<file path="config.mk">
export PLATFORM = sky130hd
export DESIGN_NAME = kred_out_stage
export DESIGN_NICKNAME = d
export VERILOG_FILES = /design/src/hdl/kred_pkg.sv /design/src/hdl/kred_out_stage.sv
export SDC_FILE = /design/constraint.sdc
export NUM_CORES = 1
export LEC_CHECK = 0
export BUFFER_PORTS_ARGS = -buffer_cell sky130_fd_sc_hd__buf_2
export CAP_MARGIN = 30
export CORE_MARGIN = 2
export CORE_UTILIZATION = 45
export DETAILED_ROUTE_END_ITERATION = 12
export PLACE_DENSITY = 0.75
export SYNTH_ARGS = -nofsm -noshare
export SYNTH_HDL_FRONTEND = slang
export SYNTH_SLANG_ARGS = --single-unit
</file>
<file path="constraint.sdc">
create_clock -name clock -period 1.15 [get_ports clock]
set_clock_uncertainty 0.05 [all_clocks]
set_input_delay 0.0575 -clock clock [delete_from_list [all_inputs] [get_ports clock]]
set_output_delay 0.0575 -clock clock [all_outputs]
set_load 0.01 [all_outputs]
</file>
<file path="src/hdl/kred_pkg.sv">
// shared types, constants and lookup tables of the keyboard report event decoder
// no dependencies
`default_nettype none

package kred_pkg;

   localparam int KEY_SLOTS    = 6;
   localparam int KEY_CODES_DEF = 256;
   localparam int MAX_RESULTS  = 26;

   localparam logic [15:0] DELAY_RESET  = 16'd600;
   localparam logic [7:0]  CAPS_USAGE   = 8'h39;
   localparam logic [7:0]  REBOOT_USAGE = 8'h15;
   localparam logic [7:0]  TERM_USAGE   = 8'h17;
   localparam logic [7:0]  SHIFT_MASK   = 8'h22;
   localparam logic [7:0]  CTRL_MASK    = 8'h11;

   localparam logic OP_REPORT = 1'b0;
   localparam logic OP_TICK   = 1'b1;

   typedef enum logic [2:0] {
      EV_DOWN   = 3'd0,
      EV_REPEAT = 3'd1,
      EV_UP     = 3'd2,
      EV_CHAR   = 3'd3,
      EV_TERM   = 3'd4,
      EV_REBOOT = 3'd5
   } event_kind_type;

   typedef struct packed {
      logic           valid;
      event_kind_type kind;
      logic [7:0]     code;
   } emit_type;

   localparam logic [7:0] USAGE_MAP [256] = '{
      8'd0,8'd0,8'd0,8'd0,8'd30,8'd48,8'd46,8'd32,8'd18,8'd33,8'd34,8'd35,8'd23,8'd36,8'd37,8'd38,
      8'd50,8'd49,8'd24,8'd25,8'd16,8'd19,8'd31,8'd20,8'd22,8'd47,8'd17,8'd45,8'd21,8'd44,8'd2,8'd3,
      8'd4,8'd5,8'd6,8'd7,8'd8,8'd9,8'd10,8'd11,8'd28,8'd1,8'd14,8'd15,8'd57,8'd12,8'd13,8'd26,
      8'd27,8'd43,8'd0,8'd39,8'd40,8'd41,8'd51,8'd52,8'd43,8'd58,8'd59,8'd60,8'd61,8'd62,8'd63,8'd64,
      8'd65,8'd66,8'd67,8'd68,8'd87,8'd88,8'd196,8'd70,8'd197,8'd198,8'd199,8'd201,8'd211,8'd207,
      8'd209,8'd205,
      8'd203,8'd208,8'd200,8'd69,8'd181,8'd55,8'd74,8'd78,8'd156,8'd79,8'd80,8'd81,8'd75,8'd76,
      8'd77,8'd71,
      8'd72,8'd73,8'd82,8'd83,8'd43,8'd0,8'd0,8'd0,8'd0,8'd0,8'd0,8'd0,8'd0,8'd0,8'd0,8'd0,
      8'd0,8'd0,8'd0,8'd0,8'd0,8'd0,8'd0,8'd0,8'd0,8'd0,8'd0,8'd0,8'd0,8'd0,8'd0,8'd0,
      8'd0,8'd0,8'd0,8'd0,8'd0,8'd179,8'd141,8'd0,8'd112,8'd125,8'd121,8'd123,8'd0,8'd0,8'd0,8'd0,
      8'd0,8'd0,8'd0,8'd0,8'd0,8'd0,8'd0,8'd0,8'd0,8'd0,8'd0,8'd0,8'd0,8'd0,8'd0,8'd0,
      8'd0,8'd0,8'd0,8'd0,8'd0,8'd0,8'd0,8'd0,8'd0,8'd0,8'd0,8'd0,8'd0,8'd0,8'd0,8'd0,
      8'd0,8'd0,8'd0,8'd0,8'd0,8'd0,8'd0,8'd0,8'd0,8'd0,8'd0,8'd0,8'd0,8'd0,8'd0,8'd0,
      8'd0,8'd0,8'd0,8'd0,8'd0,8'd0,8'd0,8'd0,8'd0,8'd0,8'd0,8'd0,8'd0,8'd0,8'd0,8'd0,
      8'd0,8'd0,8'd0,8'd0,8'd0,8'd0,8'd0,8'd0,8'd0,8'd0,8'd0,8'd0,8'd0,8'd0,8'd0,8'd0,
      8'd29,8'd42,8'd56,8'd91,8'd157,8'd54,8'd184,8'd92,8'd0,8'd0,8'd0,8'd0,8'd0,8'd0,8'd0,8'd0,
      8'd0,8'd0,8'd0,8'd0,8'd0,8'd0,8'd0,8'd0,8'd0,8'd0,8'd0,8'd0,8'd0,8'd0,8'd0,8'd0
   };

   localparam logic [7:0] MOD_MAP [8] = '{
      8'd29, 8'd42, 8'd56, 8'd91, 8'd157, 8'd54, 8'd184, 8'd92
   };

   localparam logic [7:0] DIGIT_SHIFT [10] = '{
      8'h21, 8'h40, 8'h23, 8'h24, 8'h25, 8'h5E, 8'h26, 8'h2A, 8'h28, 8'h29
   };
   localparam logic [7:0] PUNCT_LO [13] = '{
      8'h20, 8'h2D, 8'h3D, 8'h5B, 8'h5D, 8'h5C, 8'h23, 8'h3B, 8'h27, 8'h60, 8'h2C, 8'h2E, 8'h2F
   };
   localparam logic [7:0] PUNCT_HI [13] = '{
      8'h20, 8'h5F, 8'h2B, 8'h7B, 8'h7D, 8'h7C, 8'h7E, 8'h3A, 8'h22, 8'h7E, 8'h3C, 8'h3E, 8'h3F
   };
   localparam logic [7:0] PAD_LO [20] = '{
      8'h2F, 8'h2A, 8'h2D, 8'h2B, 8'h00, 8'h31, 8'h32, 8'h33, 8'h34, 8'h35,
      8'h36, 8'h37, 8'h38, 8'h39, 8'h30, 8'h2E, 8'h00, 8'h00, 8'h00, 8'h3D
   };
   localparam logic [7:0] PAD_HI [20] = '{
      8'h2F, 8'h2A, 8'h2D, 8'h2B, 8'h00, 8'h00, 8'h00, 8'h00, 8'h00, 8'h35,
      8'h00, 8'h00, 8'h00, 8'h00, 8'h00, 8'h00, 8'h00, 8'h00, 8'h00, 8'h3D
   };

   // ascii of a usage code, unshifted or shifted column, zero if none
   function automatic logic [7:0] ascii_of(input logic [7:0] k, input logic hi);
      logic [7:0] d_let;
      logic [7:0] d_dig;
      logic [7:0] d_pun;
      logic [7:0] d_pad;
      logic [7:0] r;
      d_let = k - 8'h04;
      d_dig = k - 8'h1E;
      d_pun = k - 8'h2C;
      d_pad = k - 8'h54;
      r = 8'h00;
      if (k >= 8'h04 && k <= 8'h1D) begin
         r = (hi ? 8'h41 : 8'h61) + d_let;
      end else if (k >= 8'h1E && k <= 8'h27) begin
         if (hi) begin
            r = DIGIT_SHIFT[d_dig[3:0]];
         end else begin
            r = (k == 8'h27) ? 8'h30 : 8'h31 + d_dig;
         end
      end else if (k >= 8'h2C && k <= 8'h38) begin
         r = hi ? PUNCT_HI[d_pun[3:0]] : PUNCT_LO[d_pun[3:0]];
      end else if (k >= 8'h54 && k <= 8'h67) begin
         r = hi ? PAD_HI[d_pad[4:0]] : PAD_LO[d_pad[4:0]];
      end
      return r;
   endfunction

endpackage

`default_nettype wire

</file>
<file path="src/hdl/kred_out_stage.sv">
// result output stage: holds one result back so the final one can be marked
// depends on kred_pkg
`default_nettype none

module kred_out_stage (
   input  wire logic               clock,
   input  wire logic               reset,
   input  wire kred_pkg::emit_type emit,
   input  wire logic               flush,
   output logic                    rsp_valid,
   output logic [2:0]              rsp_event_kind,
   output logic [7:0]              rsp_event_code,
   output logic                    rsp_last_of_run
);

   kred_pkg::emit_type pend_ff;
   logic               valid_ff;
   logic [2:0]         kind_ff;
   logic [7:0]         code_ff;
   logic               last_ff;

   always_ff @(posedge clock) begin
      if (reset) begin
         pend_ff.valid <= 1'b0;
         valid_ff      <= 1'b0;
      end else begin
         if (emit.valid) begin
            // a newer result shows the held one is not the last
            valid_ff <= pend_ff.valid;
            kind_ff  <= pend_ff.kind;
            code_ff  <= pend_ff.code;
            last_ff  <= 1'b0;
            pend_ff  <= emit;
         end else if (flush) begin
            valid_ff      <= pend_ff.valid;
            kind_ff       <= pend_ff.kind;
            code_ff       <= pend_ff.code;
            last_ff       <= 1'b1;
            pend_ff.valid <= 1'b0;
         end else begin
            valid_ff <= 1'b0;
         end
      end
   end

   assign rsp_valid       = valid_ff;
   assign rsp_event_kind  = kind_ff;
   assign rsp_event_code  = code_ff;
   assign rsp_last_of_run = last_ff;

endmodule

`default_nettype wire

</file>
==> run_summary.xml <==
<?xml version="1.0" encoding="UTF-8"?>
<metrics>
  <group name="timing">
    <metric name="final_period_minus_worst_setup_slack" unit="ns">1.05</metric>
    <metric name="finalCritPeriodShare" unit="%">91.4</metric>
    <metric name="pnr_worst_setup_slack" unit="ns">0.0992</metric>
    <metric name="slew_violations" unit="">0</metric>
    <metric name="timing_worst_slew_pin_value" unit="ns">0.946</metric>
    <metric name="final_setup_violation_count" unit="">0</metric>
    <metric name="final_hold_viol_count" unit="">0</metric>
    <metric name="totalNegativeSetupSlack" unit="ns">0</metric>
    <metric name="grt_setup_unrepaired" unit="">no</metric>
    <metric name="fmax" unit="GHz">0.952</metric>
    <metric name="relSlewSlack" unit="%">36.7</metric>
  </group>
  <group name="placement">
    <metric name="gp_congestion" unit="">0.732</metric>
    <metric name="pre_cts_ws" unit="ns">-0.244</metric>
    <metric name="placement.io_buffers" unit="">27</metric>
    <metric name="post_dp_cell_area" unit="µm²">951</metric>
  </group>
  <group name="layout">
    <metric name="final_layout_size_suffix_gt1_share" unit="%">45.0</metric>
    <metric name="diodes" unit="">0</metric>
    <metric name="synthesis_to_layout_area_growth" unit="%">44.5</metric>
    <metric name="final_design_area_no_fill" unit="µm²">1120</metric>
    <metric name="sequential_cell_area" unit="µm²">731</metric>
    <metric name="finish.net_count" unit="">96</metric>
    <metric name="multiInputGateArea" unit="µm²">38.8</metric>
    <metric name="fillerInstances" unit="">94</metric>
  </group>
  <group name="job">
    <metric name="number_of_violations_of_the_max_capacitance_limit" unit="">0</metric>
  </group>
  <group name="synth">
    <metric name="synthesis_stage_register_bit_count" unit="">25</metric>
    <metric name="yosysWarnings" unit="">0</metric>
    <metric name="synth_area" unit="µm²">773</metric>
    <metric name="syn-mean-instance-area" unit="µm²">24.2</metric>
    <metric name="synth-seq-area-share" unit="%">94.5</metric>
    <metric name="synthesis.instances" unit="">32</metric>
    <metric name="cell_variety_after_synth" unit="">7</metric>
    <metric name="syn_nets" unit="">47</metric>
  </group>
  <group name="grt">
    <metric name="grt_first_pass_wirelength" unit="µm">2130</metric>
    <metric name="track_usage" unit="%">16.3</metric>
    <metric name="grt_pass1_vias" unit="">458</metric>
    <metric name="antenna_found_initial" unit="">0</metric>
    <metric name="gr-total-overflow" unit="">0</metric>
    <metric name="maximum_number_of_pins_on_one_net_before_global_route_repair" unit="">14</metric>
  </group>
  <group name="worst_hold_path">
    <metric name="min-delay-path-class" unit="">input pin to flip-flop</metric>
    <metric name="critical_hold_path_startpoint" unit="">emit[11]</metric>
  </group>
  <group name="clocking">
    <metric name="buffer_type_at_the_clock_tree_root" unit="">sky130_fd_sc_hd__clkbuf_4</metric>
    <metric name="cts_tree" unit="">yes</metric>
    <metric name="cts.htree.levels" unit="">1</metric>
    <metric name="worst_skew_pair.late_latency" unit="ns">0.30</metric>
    <metric name="numClockSinks" unit="">25</metric>
    <metric name="cts_resized" unit="">0</metric>
    <metric name="cts.path.max_buffers" unit="">2</metric>
    <metric name="cts_setup_buffers" unit="">0</metric>
    <metric name="clk_pin_slew" unit="ns">0.13</metric>
    <metric name="post_cts_hold_buffer_count" unit="">14</metric>
    <metric name="numCtsBuffers" unit="">3</metric>
  </group>
  <group name="floorplanning">
    <metric name="die_width" unit="µm">45.5</metric>
    <metric name="design.die.area" unit="µm²">2070</metric>
    <metric name="initial_core_util" unit="%">49.6</metric>
    <metric name="floorplan.core_area" unit="µm²">1560</metric>
    <metric name="ioPinCount" unit="">28</metric>
    <metric name="placementRows" unit="">14</metric>
    <metric name="fp.dieH" unit="µm">45.5</metric>
  </group>
  <group name="worst_setup_path">
    <metric name="startpoint_type" unit="">input pin</metric>
    <metric name="data_required_time_of_the_worst_path" unit="ns">1.04</metric>
    <metric name="crit_start" unit="">emit[11]</metric>
    <metric name="critPathCaptureType" unit="">flip-flop</metric>
    <metric name="crit_fanout" unit="">12</metric>
    <metric name="timing.rr.start" unit="">pend_ff[4]</metric>
    <metric name="setup.worst_path.class" unit="">input pin to flip-flop</metric>
    <metric name="worst_ep_arrival_time" unit="ns">0.94</metric>
  </group>
  <group name="detailed_routing">
    <metric name="route.detailed.vias_per_inst" unit="">4.75</metric>
    <metric name="detail_route.iter0.violations" unit="">8</metric>
    <metric name="detail_route.drc_violations" unit="">0</metric>
    <metric name="drt-pass1-iter-count" unit="">4</metric>
    <metric name="ant_nets" unit="">0</metric>
    <metric name="routedWlPerCell" unit="µm">15.2</metric>
    <metric name="routed_wl" unit="µm">1460</metric>
    <metric name="route.vias.total" unit="">456</metric>
  </group>
  <group name="power">
    <metric name="power_per_cell_area" unit="nW/µm²">1410</metric>
    <metric name="power.leakage" unit="nW">0.448</metric>
    <metric name="power" unit="W">0.00157</metric>
    <metric name="max-vdd-ir-drop" unit="V">0.000912</metric>
  </group>
  <group name="status">
    <metric name="run_status" unit="">complete, no violations</metric>
  </group>
</metrics>
==> worst max-delay path, cell delays in order <==
cell,delay (ns)
sky130_fd_sc_hd__buf_2,0.10
sky130_fd_sc_hd__nor2_1,0.06
sky130_fd_sc_hd__nor2_1,0.71
==> cells by family after synthesis <==
| logic type | count (synthesis) | synth area share (%) |
|---|---|---|
| compound gates | 1 | 1.13 |
| buf+inv | 1 | 0.485 |
| flops | 25 | 94.5 |
| simple gates | 5 | 3.88 |
==> metrics by stage <==
step                      hold WS (ns)  utilization, %  cells
after global routing             0.108            71.7     96
after floorplan                 0.0699               -     32
after detailed placement         0.186            61.0     78
after CTS                       0.0894            71.7     96
after global placement           0.185            61.0     78
final                            0.107            71.7     96
==> cell usage after synthesis <==
cell	instances	area share [%]
sky130_fd_sc_hd__nand2b_1	1	0.81
sky130_fd_sc_hd__nor2_1	3	1.5
sky130_fd_sc_hd__a21oi_2	1	1.1
sky130_fd_sc_hd__inv_2	1	0.48
sky130_fd_sc_hd__nor3b_2	1	1.6
sky130_fd_sc_hd__dfxtp_1	2	5.2
sky130_fd_sc_hd__edfxtp_1	23	89
==> registers in the layout, indices dropped and copies added, names as in the netlist <==
| register | count |
|---|---|
| pend_ff | 12 |
| rsp_event_code | 8 |
| rsp_event_kind | 3 |
| rsp_last_of_run | 1 |
| rsp_valid | 1 |
==> power by group <==
group | internal (W) | switching [W]
combinational | 0.0000745 | 0.0000617
clock | 0.000135 | 0.000232
sequential | 0.00105 | 0.0000144
total | 0.00126 | 0.000309
==> per-layer routing <==
| layer | share of wire, % | global-route usage, % | vias up |
|---|---|---|---|
| met5 | 0 | 0 | - |
| met4 | 3.0 | 10.6 | 0 |
| met3 | 5.6 | 5.16 | 6 |
| met2 | 56 | 27.6 | 22 |
| met1 | 36 | 17.3 | 212 |
| li1 | - | - | 216 |
==> area by class of cell <==
class                   instances  share of cell area (%)
repair buffers                 44                    26.7
inverters                       1                   0.336
multi-input cells               6                    3.47
flip-flops and latches         25                    65.4
well taps                      16                    1.79
clock buffers                   4                    2.35
==> path summary, 6_finish.rpt <==
path / endpoint / slack, ns / cells after the start
max: rsp_event_kind[1] / 0.1 / 3
min reg2reg: rsp_event_kind[0] / 0.39 / 0
min: pend_ff[6] / 0.11 / 3
max reg2reg: rsp_event_code[4] / 0.44 / 0
==> cells in the final DEF (no fill, tap or decap) <==
| cell | Yosys | final |
|---|---|---|
| sky130_fd_sc_hd__buf_2 | 0 | 27 |
| sky130_fd_sc_hd__edfxtp_1 | 23 | 23 |
| sky130_fd_sc_hd__dlygate4sd3_1 | 0 | 14 |
| sky130_fd_sc_hd__nor2_1 | 3 | 3 |
| sky130_fd_sc_hd__clkbuf_4 | 0 | 3 |
| sky130_fd_sc_hd__buf_4 | 0 | 3 |
| sky130_fd_sc_hd__dfxtp_1 | 2 | 2 |
| sky130_fd_sc_hd__inv_2 | 1 | 1 |
| sky130_fd_sc_hd__nand2b_1 | 1 | 1 |
| sky130_fd_sc_hd__a21oi_2 | 1 | 1 |
| sky130_fd_sc_hd__nor3b_2 | 1 | 1 |
| sky130_fd_sc_hd__clkbuf_1 | 0 | 1 |
(Power assumes the default switching activity.)
